### config.mk
export PLATFORM = sky130hd
export DESIGN_NAME = rbst_slab_div
export DESIGN_NICKNAME = d
export VERILOG_FILES = /design/src/hw/rtl/rbst_pkg.sv /design/src/hw/rtl/rbst_slab_div.sv
export SDC_FILE = /design/constraint.sdc
export NUM_CORES = 2
export LEC_CHECK = 0
export BUFFER_PORTS_ARGS = -buffer_cell sky130_fd_sc_hd__buf_2
export CAP_MARGIN = 20
export CORE_ASPECT_RATIO = 2
export CORE_MARGIN = 10
export CORE_UTILIZATION = 35
export DETAILED_ROUTE_END_ITERATION = 12
export PLACE_DENSITY = 0.55
export SYNTH_ARGS = -nofsm -noshare
export SYNTH_HDL_FRONTEND = slang
export SYNTH_MEMORY_MAX_BITS = 65536
export SYNTH_SLANG_ARGS = --single-unit
export TNS_END_PERCENT = 20
### constraint.sdc
create_clock -name clk -period 7.74 [get_ports clk]
set_input_delay 0.774 -clock clk [delete_from_list [all_inputs] [get_ports clk]]
set_output_delay 0.774 -clock clk [all_outputs]
set_load 0.005 [all_outputs]
### src/hw/rtl/rbst_pkg.sv
package rbst_pkg;

  // data path widths
  localparam int Q_W           = 32;
  localparam int FRAC_BITS_DEF = 16;

  // divider stages: magnitude stage, range stage, one stage per quotient bit, saturation
  localparam int DIV_LAT = Q_W + 3;

  typedef logic signed [Q_W-1:0] q_t;

  localparam q_t Q_MAX = {1'b0, {(Q_W-1){1'b1}}};
  localparam q_t Q_MIN = {1'b1, {(Q_W-1){1'b0}}};
  localparam q_t Q_ONE_LSB = q_t'(1);

  // configuration register indexes
  typedef enum logic [2:0] {
    CFG_MIN_X = 3'd0,
    CFG_MIN_Y = 3'd1,
    CFG_MIN_Z = 3'd2,
    CFG_MAX_X = 3'd3,
    CFG_MAX_Y = 3'd4,
    CFG_MAX_Z = 3'd5
  } cfg_idx_t;

  // per ray data that rides alongside the dividers
  typedef struct packed {
    q_t         near_limit;
    q_t         far_limit;
    logic       zero_miss;
    logic [2:0] dir_zero;
    logic [2:0] dir_neg;
  } side_t;

endpackage

### src/hw/rtl/rbst_slab_div.sv
module rbst_slab_div #(
  parameter int FRAC_BITS = rbst_pkg::FRAC_BITS_DEF
) (
  input  logic          clk,
  input  logic          en,
  input  rbst_pkg::q_t  bound,
  input  rbst_pkg::q_t  orig,
  input  rbst_pkg::q_t  dir,
  output rbst_pkg::q_t  quot
);
  import rbst_pkg::*;

  localparam int DIFF_W = Q_W + 1;
  localparam int NUM_W  = DIFF_W + FRAC_BITS;

  // magnitude stage
  logic signed [DIFF_W-1:0] diff;
  logic [DIFF_W-1:0]        a_mag_r;
  logic [Q_W-1:0]           a_dmag_r;
  logic                     a_neg_r;

  assign diff = {bound[Q_W-1], bound} - {orig[Q_W-1], orig};

  always_ff @(posedge clk) begin
    if (en) begin
      a_mag_r  <= diff[DIFF_W-1] ? DIFF_W'(-diff) : DIFF_W'(diff);
      a_dmag_r <= dir[Q_W-1] ? Q_W'(-dir) : Q_W'(dir);
      a_neg_r  <= diff[DIFF_W-1] ^ dir[Q_W-1];
    end
  end

  // range stage: quotient at or above 2^Q_W is flagged, remainder seeded
  logic [NUM_W-1:0]       num;
  logic [NUM_W-Q_W-1:0]   num_hi;
  logic [Q_W-1:0]         s_rem_r  [Q_W];
  logic [Q_W-1:0]         s_low_r  [Q_W];
  logic [Q_W-1:0]         s_q_r    [Q_W+1];
  logic [Q_W-1:0]         s_dmag_r [Q_W];
  logic                   s_neg_r  [Q_W+1];
  logic                   s_ovf_r  [Q_W+1];

  assign num    = {a_mag_r, {FRAC_BITS{1'b0}}};
  assign num_hi = num[NUM_W-1:Q_W];

  always_ff @(posedge clk) begin
    if (en) begin
      s_rem_r[0]  <= Q_W'(num_hi);
      s_low_r[0]  <= num[Q_W-1:0];
      s_q_r[0]    <= '0;
      s_dmag_r[0] <= a_dmag_r;
      s_neg_r[0]  <= a_neg_r;
      s_ovf_r[0]  <= Q_W'(num_hi) >= a_dmag_r;
    end
  end

  // restoring division, one quotient bit per stage
  for (genvar k = 0; k < Q_W; k++) begin : g_bit
    logic [Q_W:0] trial;
    logic         ge;

    assign trial = {s_rem_r[k], s_low_r[k][Q_W-1]};
    assign ge    = trial >= {1'b0, s_dmag_r[k]};

    always_ff @(posedge clk) begin
      if (en) begin
        s_q_r[k+1]    <= {s_q_r[k][Q_W-2:0], ge};
        s_neg_r[k+1]  <= s_neg_r[k];
        s_ovf_r[k+1]  <= s_ovf_r[k];
      end
    end

    if (k + 1 < Q_W) begin : g_low
      always_ff @(posedge clk) begin
        if (en) begin
          s_rem_r[k+1]  <= ge ? Q_W'(trial - {1'b0, s_dmag_r[k]}) : trial[Q_W-1:0];
          s_dmag_r[k+1] <= s_dmag_r[k];
          s_low_r[k+1]  <= {s_low_r[k][Q_W-2:0], 1'b0};
        end
      end
    end
  end

  // sign and saturation
  logic [Q_W-1:0] qm;
  q_t             dist_nxt;
  q_t             dist_r;

  assign qm = s_q_r[Q_W];

  always_comb begin
    if (!s_neg_r[Q_W]) begin
      dist_nxt = (s_ovf_r[Q_W] || qm[Q_W-1]) ? Q_MAX : q_t'(qm);
    end else if (s_ovf_r[Q_W] || (qm > Q_W'(Q_MIN))) begin
      dist_nxt = Q_MIN;
    end else begin
      dist_nxt = q_t'(-qm);
    end
  end

  always_ff @(posedge clk) begin
    if (en) begin
      dist_r <= dist_nxt;
    end
  end

  assign quot = dist_r;

endmodule

# --- Word-level counts from Yosys, hierarchy flattened ---
# Memory sizes are Yosys's and may differ from the RTL's.
# Index checks and enable logic that the tools add are counted.
totals:
  reg_bits: 98
  latch_bits: 0
  ramBits: 4162
  mem_bits_ro: 0
  inputBits: 98
  output_inout_bits: 32
  word_cells: 122
  n_memories: 6
op_classes:
  addsub: 35
  multipliers: 0
  div: 0
  magnitude_cmp: 34
  n_eq_ne: 0
  shifts: 0
  n_mux: 38
  n_bitwise: 1
  reduce_logical: 2
memory_table:
  columns: ["name", "depth", "word_bits", "rd", "rd_ports_with_merged_regs", "wr", "line", "text"]
  rows:
  - ["s_q_r", 33, 32, 33, 0, 33, "rbst_slab_div.sv:37", "logic [Q_W-1:0] s_q_r [Q_W+1];"]
  - ["s_dmag_r", 32, 32, 32, 0, 32, "rbst_slab_div.sv:38", "logic [Q_W-1:0] s_dmag_r [Q_W];"]
  - ["s_rem_r", 32, 32, 32, 0, 32, "rbst_slab_div.sv:35", "logic [Q_W-1:0] s_rem_r [Q_W];"]
  - ["s_low_r", 32, 31, 32, 0, 32, "rbst_slab_div.sv:36", "logic [Q_W-1:0] s_low_r [Q_W];"]
  - ["s_neg_r", 33, 1, 33, 0, 33, "rbst_slab_div.sv:39", "logic s_neg_r [Q_W+1];"]
  - ["s_ovf_r", 33, 1, 33, 0, 33, "rbst_slab_div.sv:40", "logic s_ovf_r [Q_W+1];"]
ops:
  columns: ["op", "n"]
  rows:
  - ["32-bit 2-to-1 mux", 35]
  - ["33-bit by 32-bit >= comparator with 1-bit output", 32]
  - ["32-bit subtractor", 31]
  - ["32-bit negator", 2]
  - ["33-bit negator", 1]
  - ["32-bit by 32-bit subtractor with 33-bit output", 1]
  - ["17-bit by 32-bit >= comparator with 1-bit output", 1]
  - ["32-bit > comparator, second input constant", 1]
  - ["31-bit 2-to-1 mux", 1]
  - ["1-bit logical OR", 2]
  - ["1-bit 2-to-1 mux", 2]
  - ["1-bit XOR", 1]

# --- Depth between registers and ports, before layout ---
# An unclocked memory read counts as a cell.
logic_depth:
  word_depth: 5
  mapped_depth: 16
  ltp_nobuf: 14

# --- Least setup slack after synthesis ---
# Ideal clock, no wire load.
synth_timing:
  path_type: "input-to-reg"
  startpoint: "input port dir[5]"
  endpoint: "register a_dmag_r[29], data pin"
  setup_time_ns: 0.260
  arrival_time_ns: 3.777
  t_required_ns: 7.480
  slack_ns: 3.703
  path_stages: 8
  n_path_buf: 0
  cell_sequence: "or4_1 or3_1 or4_1 or4_1 or3_1 or4_1 o31ai_2 xnor2_1"
synth_between:
  elab_chain_cells: 2
synth_rtl:
  columns: ["item", "line", "text"]
  rows:
  - ["from (decl)", "rbst_slab_div.sv:8", "input rbst_pkg::q_t dir,"]
  - ["32-bit negator", "rbst_slab_div.sv:27", "a_dmag_r <= dir[Q_W-1] ? Q_W'(-dir) : Q_W'(dir);"]
  - ["31-bit 2-to-1 mux", "rbst_slab_div.sv:27", null]
  - ["to (signal assigned)", "rbst_slab_div.sv:27", null]
  - ["to (decl)", "rbst_slab_div.sv:19", "logic [Q_W-1:0] a_dmag_r;"]
# No other way between the ends.
# A chain may end at the register's enable or synchronous reset.

==> results <==
- The maximum level of the CTS H-tree is 5.
- The synthesis warning total is 0.
- The number of synthesized register bits is 2,861.
- The cell at the root of the clock tree is sky130_fd_sc_hd__clkbuf_16.
- The initialized floorplan defines 342 standard-cell rows.
- The pin slew with the least headroom to its limit is 1300 ps.
- Summed over all layers, the routed wires come to 416 mm.
- In the layout the commonest cells are sky130_fd_sc_hd__edfxtp_1, sky130_fd_sc_hd__inv_1, sky130_fd_sc_hd__ha_1.
- The worst setup path category is reg -> reg.
- The top fanout value on the critical path is 61.
- The normalized max-slew margin is 12.6%.
- The maximum number of pins on one net before global-route repair is 175.
- In this run, synthesis inferred 2,861 flip-flops with an integrated enable.
- The post-route DRC violation count is 0.
- Clock tree synthesis found a total of 2,861 sinks.
- Counting the fill cells in the layout gives 42,200.
- The final number of hold-violating endpoints is 0.
- The total of max-cap violations is 0.
- The detailed router's first-iteration violation count is 4,392.
- The number of buffers on the longest clock path is 4.
- The share of the clock period used by the worst path after layout is 75.3%.
- The number of nets with antenna violations after detailed routing is 0.
- The routed layout has 98,700 vias.
- The run finished with clean final reports.
- The number of different library cells in the post-synthesis netlist is 84.
- Measured along the y axis, the die boundary spans 952 µm.
- The endpoint of the most critical register-to-register path is s_rem_r[1][137]$_DFFE_PP_.
- Pin placement for this block handled 130 I/O pins.
- In this run the register-to-register setup slack is 1920 ps.
- The worst hold endpoint is a_dmag_r[0]$_DFFE_PP_.
- The final weighted congestion in routability-driven placement is 0.963.
- The worst hold path belongs to the class in -> reg.
- The horizontal die dimension is 486 µm.
- The share of post-route cells with drive strength above 1 is 9.31%.
- The worst clock skew is 70.2 ps.
- The initial antenna violation count is 24.
- The first global-routing pass estimated 609 mm of wire.
- The clock latency reported for the late side of the worst-skew pair is 930 ps.
- In the synthesized netlist the dominant register cell turns out to be sky130_fd_sc_hd__edfxtp_1.
- For the worst setup path, the data required time is 8380 ps.
- After detailed routing, the number of vias per cell comes to 5.17.
- The average routed wire per standard cell is 21.8 µm.
- Input and output buffers added on the ports amount to 129.
- The number of global-route vias before repair came to 107,000.
- The tightest hold path in the finished design has a slack of 71.0 ps.
- The sequential cell area fraction in the yosys report is 56.6%.
- From synthesis to final layout, the design area changed by 11.7%.
- Of all flip-flops after synthesis, the portion carrying an async set or reset was 0%.
- For the finished layout, the period the worst path requires is 5820 ps.
- Counting every instance in the synthesized netlist gives 12,800.
- The area of the die is 462,000 µm².
- Buffers inserted during clock tree synthesis total 299.
- STA classifies the critical path startpoint as a register.
- The clock transition time at the flip-flop clock pins of the worst setup and hold paths is 60 ps.
- The post-CTS setup-driven buffer insertion count is 0.
- The CTS tree is done.
- The first detailed-routing pass ran for 6 iterations.
- Setup repair after global routing left no endpoint under its margin.
- The number of nets in the synthesized netlist is 14,000.
- Dividing total power by cell area gives a power density of 406 nW/µm².
- The startpoint identified for the worst hold timing path is dir[0].
- The maximum vdd ir drop is 215 µV.
- Leaving out fill and tap cells, the most frequent cell in the layout is sky130_fd_sc_hd__edfxtp_1.
- Summed over all cells, the static leakage comes to 67.8 nW.
- At the worst endpoint, the arrival time is 6470 ps.
- Buffers inserted to repair hold after CTS numbered 0.
- The final global-route overflow total is 0.
- The post-synth design cell area is 152,000 µm².
- Setup violations remaining at the end of the flow were counted as 0.
- The final-stage net count is 14,300.
- Detailed placement finished with a half-perimeter wire length of 328 mm.
- For this run, the total global-route usage over all layers was measured as 17.5%.
- Averaged over all synthesized cells, the footprint is 11.9 µm².
- In this run the critical register-to-register path is launched from s_dmag_r[19][1]$_DFFE_PP_.
- The worst slack at placement is 1990 ps.
- For this run, the top clock speed supported by timing is 0.172 GHz.
- The depth of the worst hold-timing path is 1.
- The number of cells on the worst reg-to-reg path is 13.
- Across all setup checks in the final design, the least slack found is 1920 ps.
- The number of resized instances in the post-cts repair step is 0.
- In this run the standard cell core region covers 433,000 µm².
- The initial utilization of the core area, before any placement, comes to 35.1%.
- The setup TNS is 0 ps.
- The kind of capture point of the worst setup path is a register.
- The number of pins exceeding their max-slew limit in the final report was 0.
-- worst max-delay path, stage by stage, from the launching register on --
cell and delay, ps:
sky130_fd_sc_hd__edfxtp_1 430, sky130_fd_sc_hd__inv_1 80, sky130_fd_sc_hd__ha_1 230, sky130_fd_sc_hd__nor2b_1 130
sky130_fd_sc_hd__o21ai_0 300, sky130_fd_sc_hd__a21boi_0 220, sky130_fd_sc_hd__o31ai_1 830, sky130_fd_sc_hd__a211oi_1 490
sky130_fd_sc_hd__o31ai_1 970, sky130_fd_sc_hd__o31ai_1 310, sky130_fd_sc_hd__o311a_1 430, sky130_fd_sc_hd__o32ai_4 120
sky130_fd_sc_hd__buf_4 520, sky130_fd_sc_hd__mux2_2 400
-- layer usage --
metal	up-vias	GRT usage (%)	wire [µm]
li1	47700	-	-
met1	47800	9.76	95300
met2	1855	38.1	251000
met3	1395	2.02	9700
met4	4	21.2	60400
met5	-	0	26
-- per-stage QoR --
stage                     std cells  utilization (%)  cell area [µm²]  total power, mW
after floorplan               12800                -           152000             45.6
after global placement        18500             37.0           160000             54.5
after detailed placement      18500             37.0           160000             55.1
after CTS                     19000             39.1           169000             69.5
after global routing          19100             39.2           170000             73.2
final                         19100             39.2           170000             68.9
-- cells in the mapped netlist, types with 39 or more instances --
cell | instances | share of area [%]
sky130_fd_sc_hd__o211ai_1 | 57 | 0.28
sky130_fd_sc_hd__and3_1 | 93 | 0.38
sky130_fd_sc_hd__a31oi_1 | 95 | 0.39
sky130_fd_sc_hd__clkbuf_1 | 209 | 0.52
sky130_fd_sc_hd__o21bai_1 | 92 | 0.45
sky130_fd_sc_hd__nor2_1 | 598 | 1.5
sky130_fd_sc_hd__a21boi_0 | 51 | 0.25
sky130_fd_sc_hd__o21ai_0 | 857 | 2.8
sky130_fd_sc_hd__xnor2_1 | 517 | 3.0
sky130_fd_sc_hd__nor2b_1 | 132 | 0.54
sky130_fd_sc_hd__and2_1 | 58 | 0.24
sky130_fd_sc_hd__inv_1 | 1360 | 3.4
sky130_fd_sc_hd__nand4_1 | 124 | 0.51
sky130_fd_sc_hd__or3_1 | 74 | 0.30
sky130_fd_sc_hd__a211oi_1 | 81 | 0.40
sky130_fd_sc_hd__nor4_1 | 43 | 0.18
sky130_fd_sc_hd__nand2b_1 | 149 | 0.61
sky130_fd_sc_hd__o21a_1 | 137 | 0.68
sky130_fd_sc_hd__xor2_1 | 352 | 2.0
sky130_fd_sc_hd__nor3_1 | 205 | 0.68
sky130_fd_sc_hd__edfxtp_1 | 2861 | 57
sky130_fd_sc_hd__nand2_1 | 916 | 2.3
sky130_fd_sc_hd__or2_2 | 49 | 0.20
sky130_fd_sc_hd__ha_1 | 1061 | 8.7
sky130_fd_sc_hd__o31ai_1 | 109 | 0.54
sky130_fd_sc_hd__mux2i_1 | 39 | 0.26
sky130_fd_sc_hd__a211o_1 | 41 | 0.24
sky130_fd_sc_hd__mux2_2 | 465 | 3.4
sky130_fd_sc_hd__a21oi_1 | 805 | 2.7
sky130_fd_sc_hd__nand3_1 | 187 | 0.62
sky130_fd_sc_hd__a21o_1 | 471 | 2.3
-- power by group --
part | internal, mW | switching, mW | total (mW) | leakage (nW)
Clock | 8.04 | 6.17 | 14.2 | 4.54
Sequential | 22.4 | 1.85 | 24.2 | 28.0
Combinational | 12.8 | 17.7 | 30.4 | 35.2
-- logic make-up after synthesis --
group	count (synthesis)	share of synthesized area, %
multiplexers	504	3.70
AO/OA/AOI/OAI	3139	13.0
adder cells (fa/ha/maj)	1093	9.16
buffers and inverters	1591	3.94
flip-flops	2861	56.6
AND/OR/NAND/NOR	2733	8.59
XOR/XNOR	869	5.01
-- state kept, by name, summed over array words and instances (netlist names) --
name	count
quot	32
a_mag_r	33
a_neg_r	1
s_rem_r	1009
s_ovf_r	33
a_dmag_r	32
s_q_r	528
s_neg_r	33
s_low_r	136
s_dmag_r	1024
-- layout make-up --
| cell class | count | area (µm²) | area share [%] |
|---|---|---|---|
| antenna | 82 | 205 | 0.121 |
| timing repair buffer | 248 | 1770 | 1.05 |
| clock inverter | 144 | 1230 | 0.728 |
| sequential | 2861 | 85900 | 50.6 |
| inverter | 1360 | 5100 | 3.01 |
| clock buffer | 369 | 8020 | 4.73 |
| tap | 5676 | 7100 | 4.18 |
| multi-input combinational | 8338 | 60300 | 35.6 |
-- worst max path at each step --
stage / endpoint / depth (start not counted) / startpoint / slack (ps)
6_report: s_rem_r[1][137]$_DFFE_PP_ / 13 / s_dmag_r[19][1]$_DFFE_PP_ / 1920
5_1_grt: s_rem_r[1][137]$_DFFE_PP_ / 13 / s_dmag_r[19][1]$_DFFE_PP_ / 1760
4_1_cts: s_rem_r[1][137]$_DFFE_PP_ / 13 / s_dmag_r[19][1]$_DFFE_PP_ / 1980
3_5_place_dp: s_rem_r[1][134]$_DFFE_PP_ / 13 / s_dmag_r[19][1]$_DFFE_PP_ / 1990
3_3_place_gp: s_rem_r[1][134]$_DFFE_PP_ / 13 / s_dmag_r[19][1]$_DFFE_PP_ / 2090
2_1_floorplan: a_dmag_r[29]$_DFFE_PP_ / 8 / dir[5] / 3700
Power figures use the tool's default switching activity.
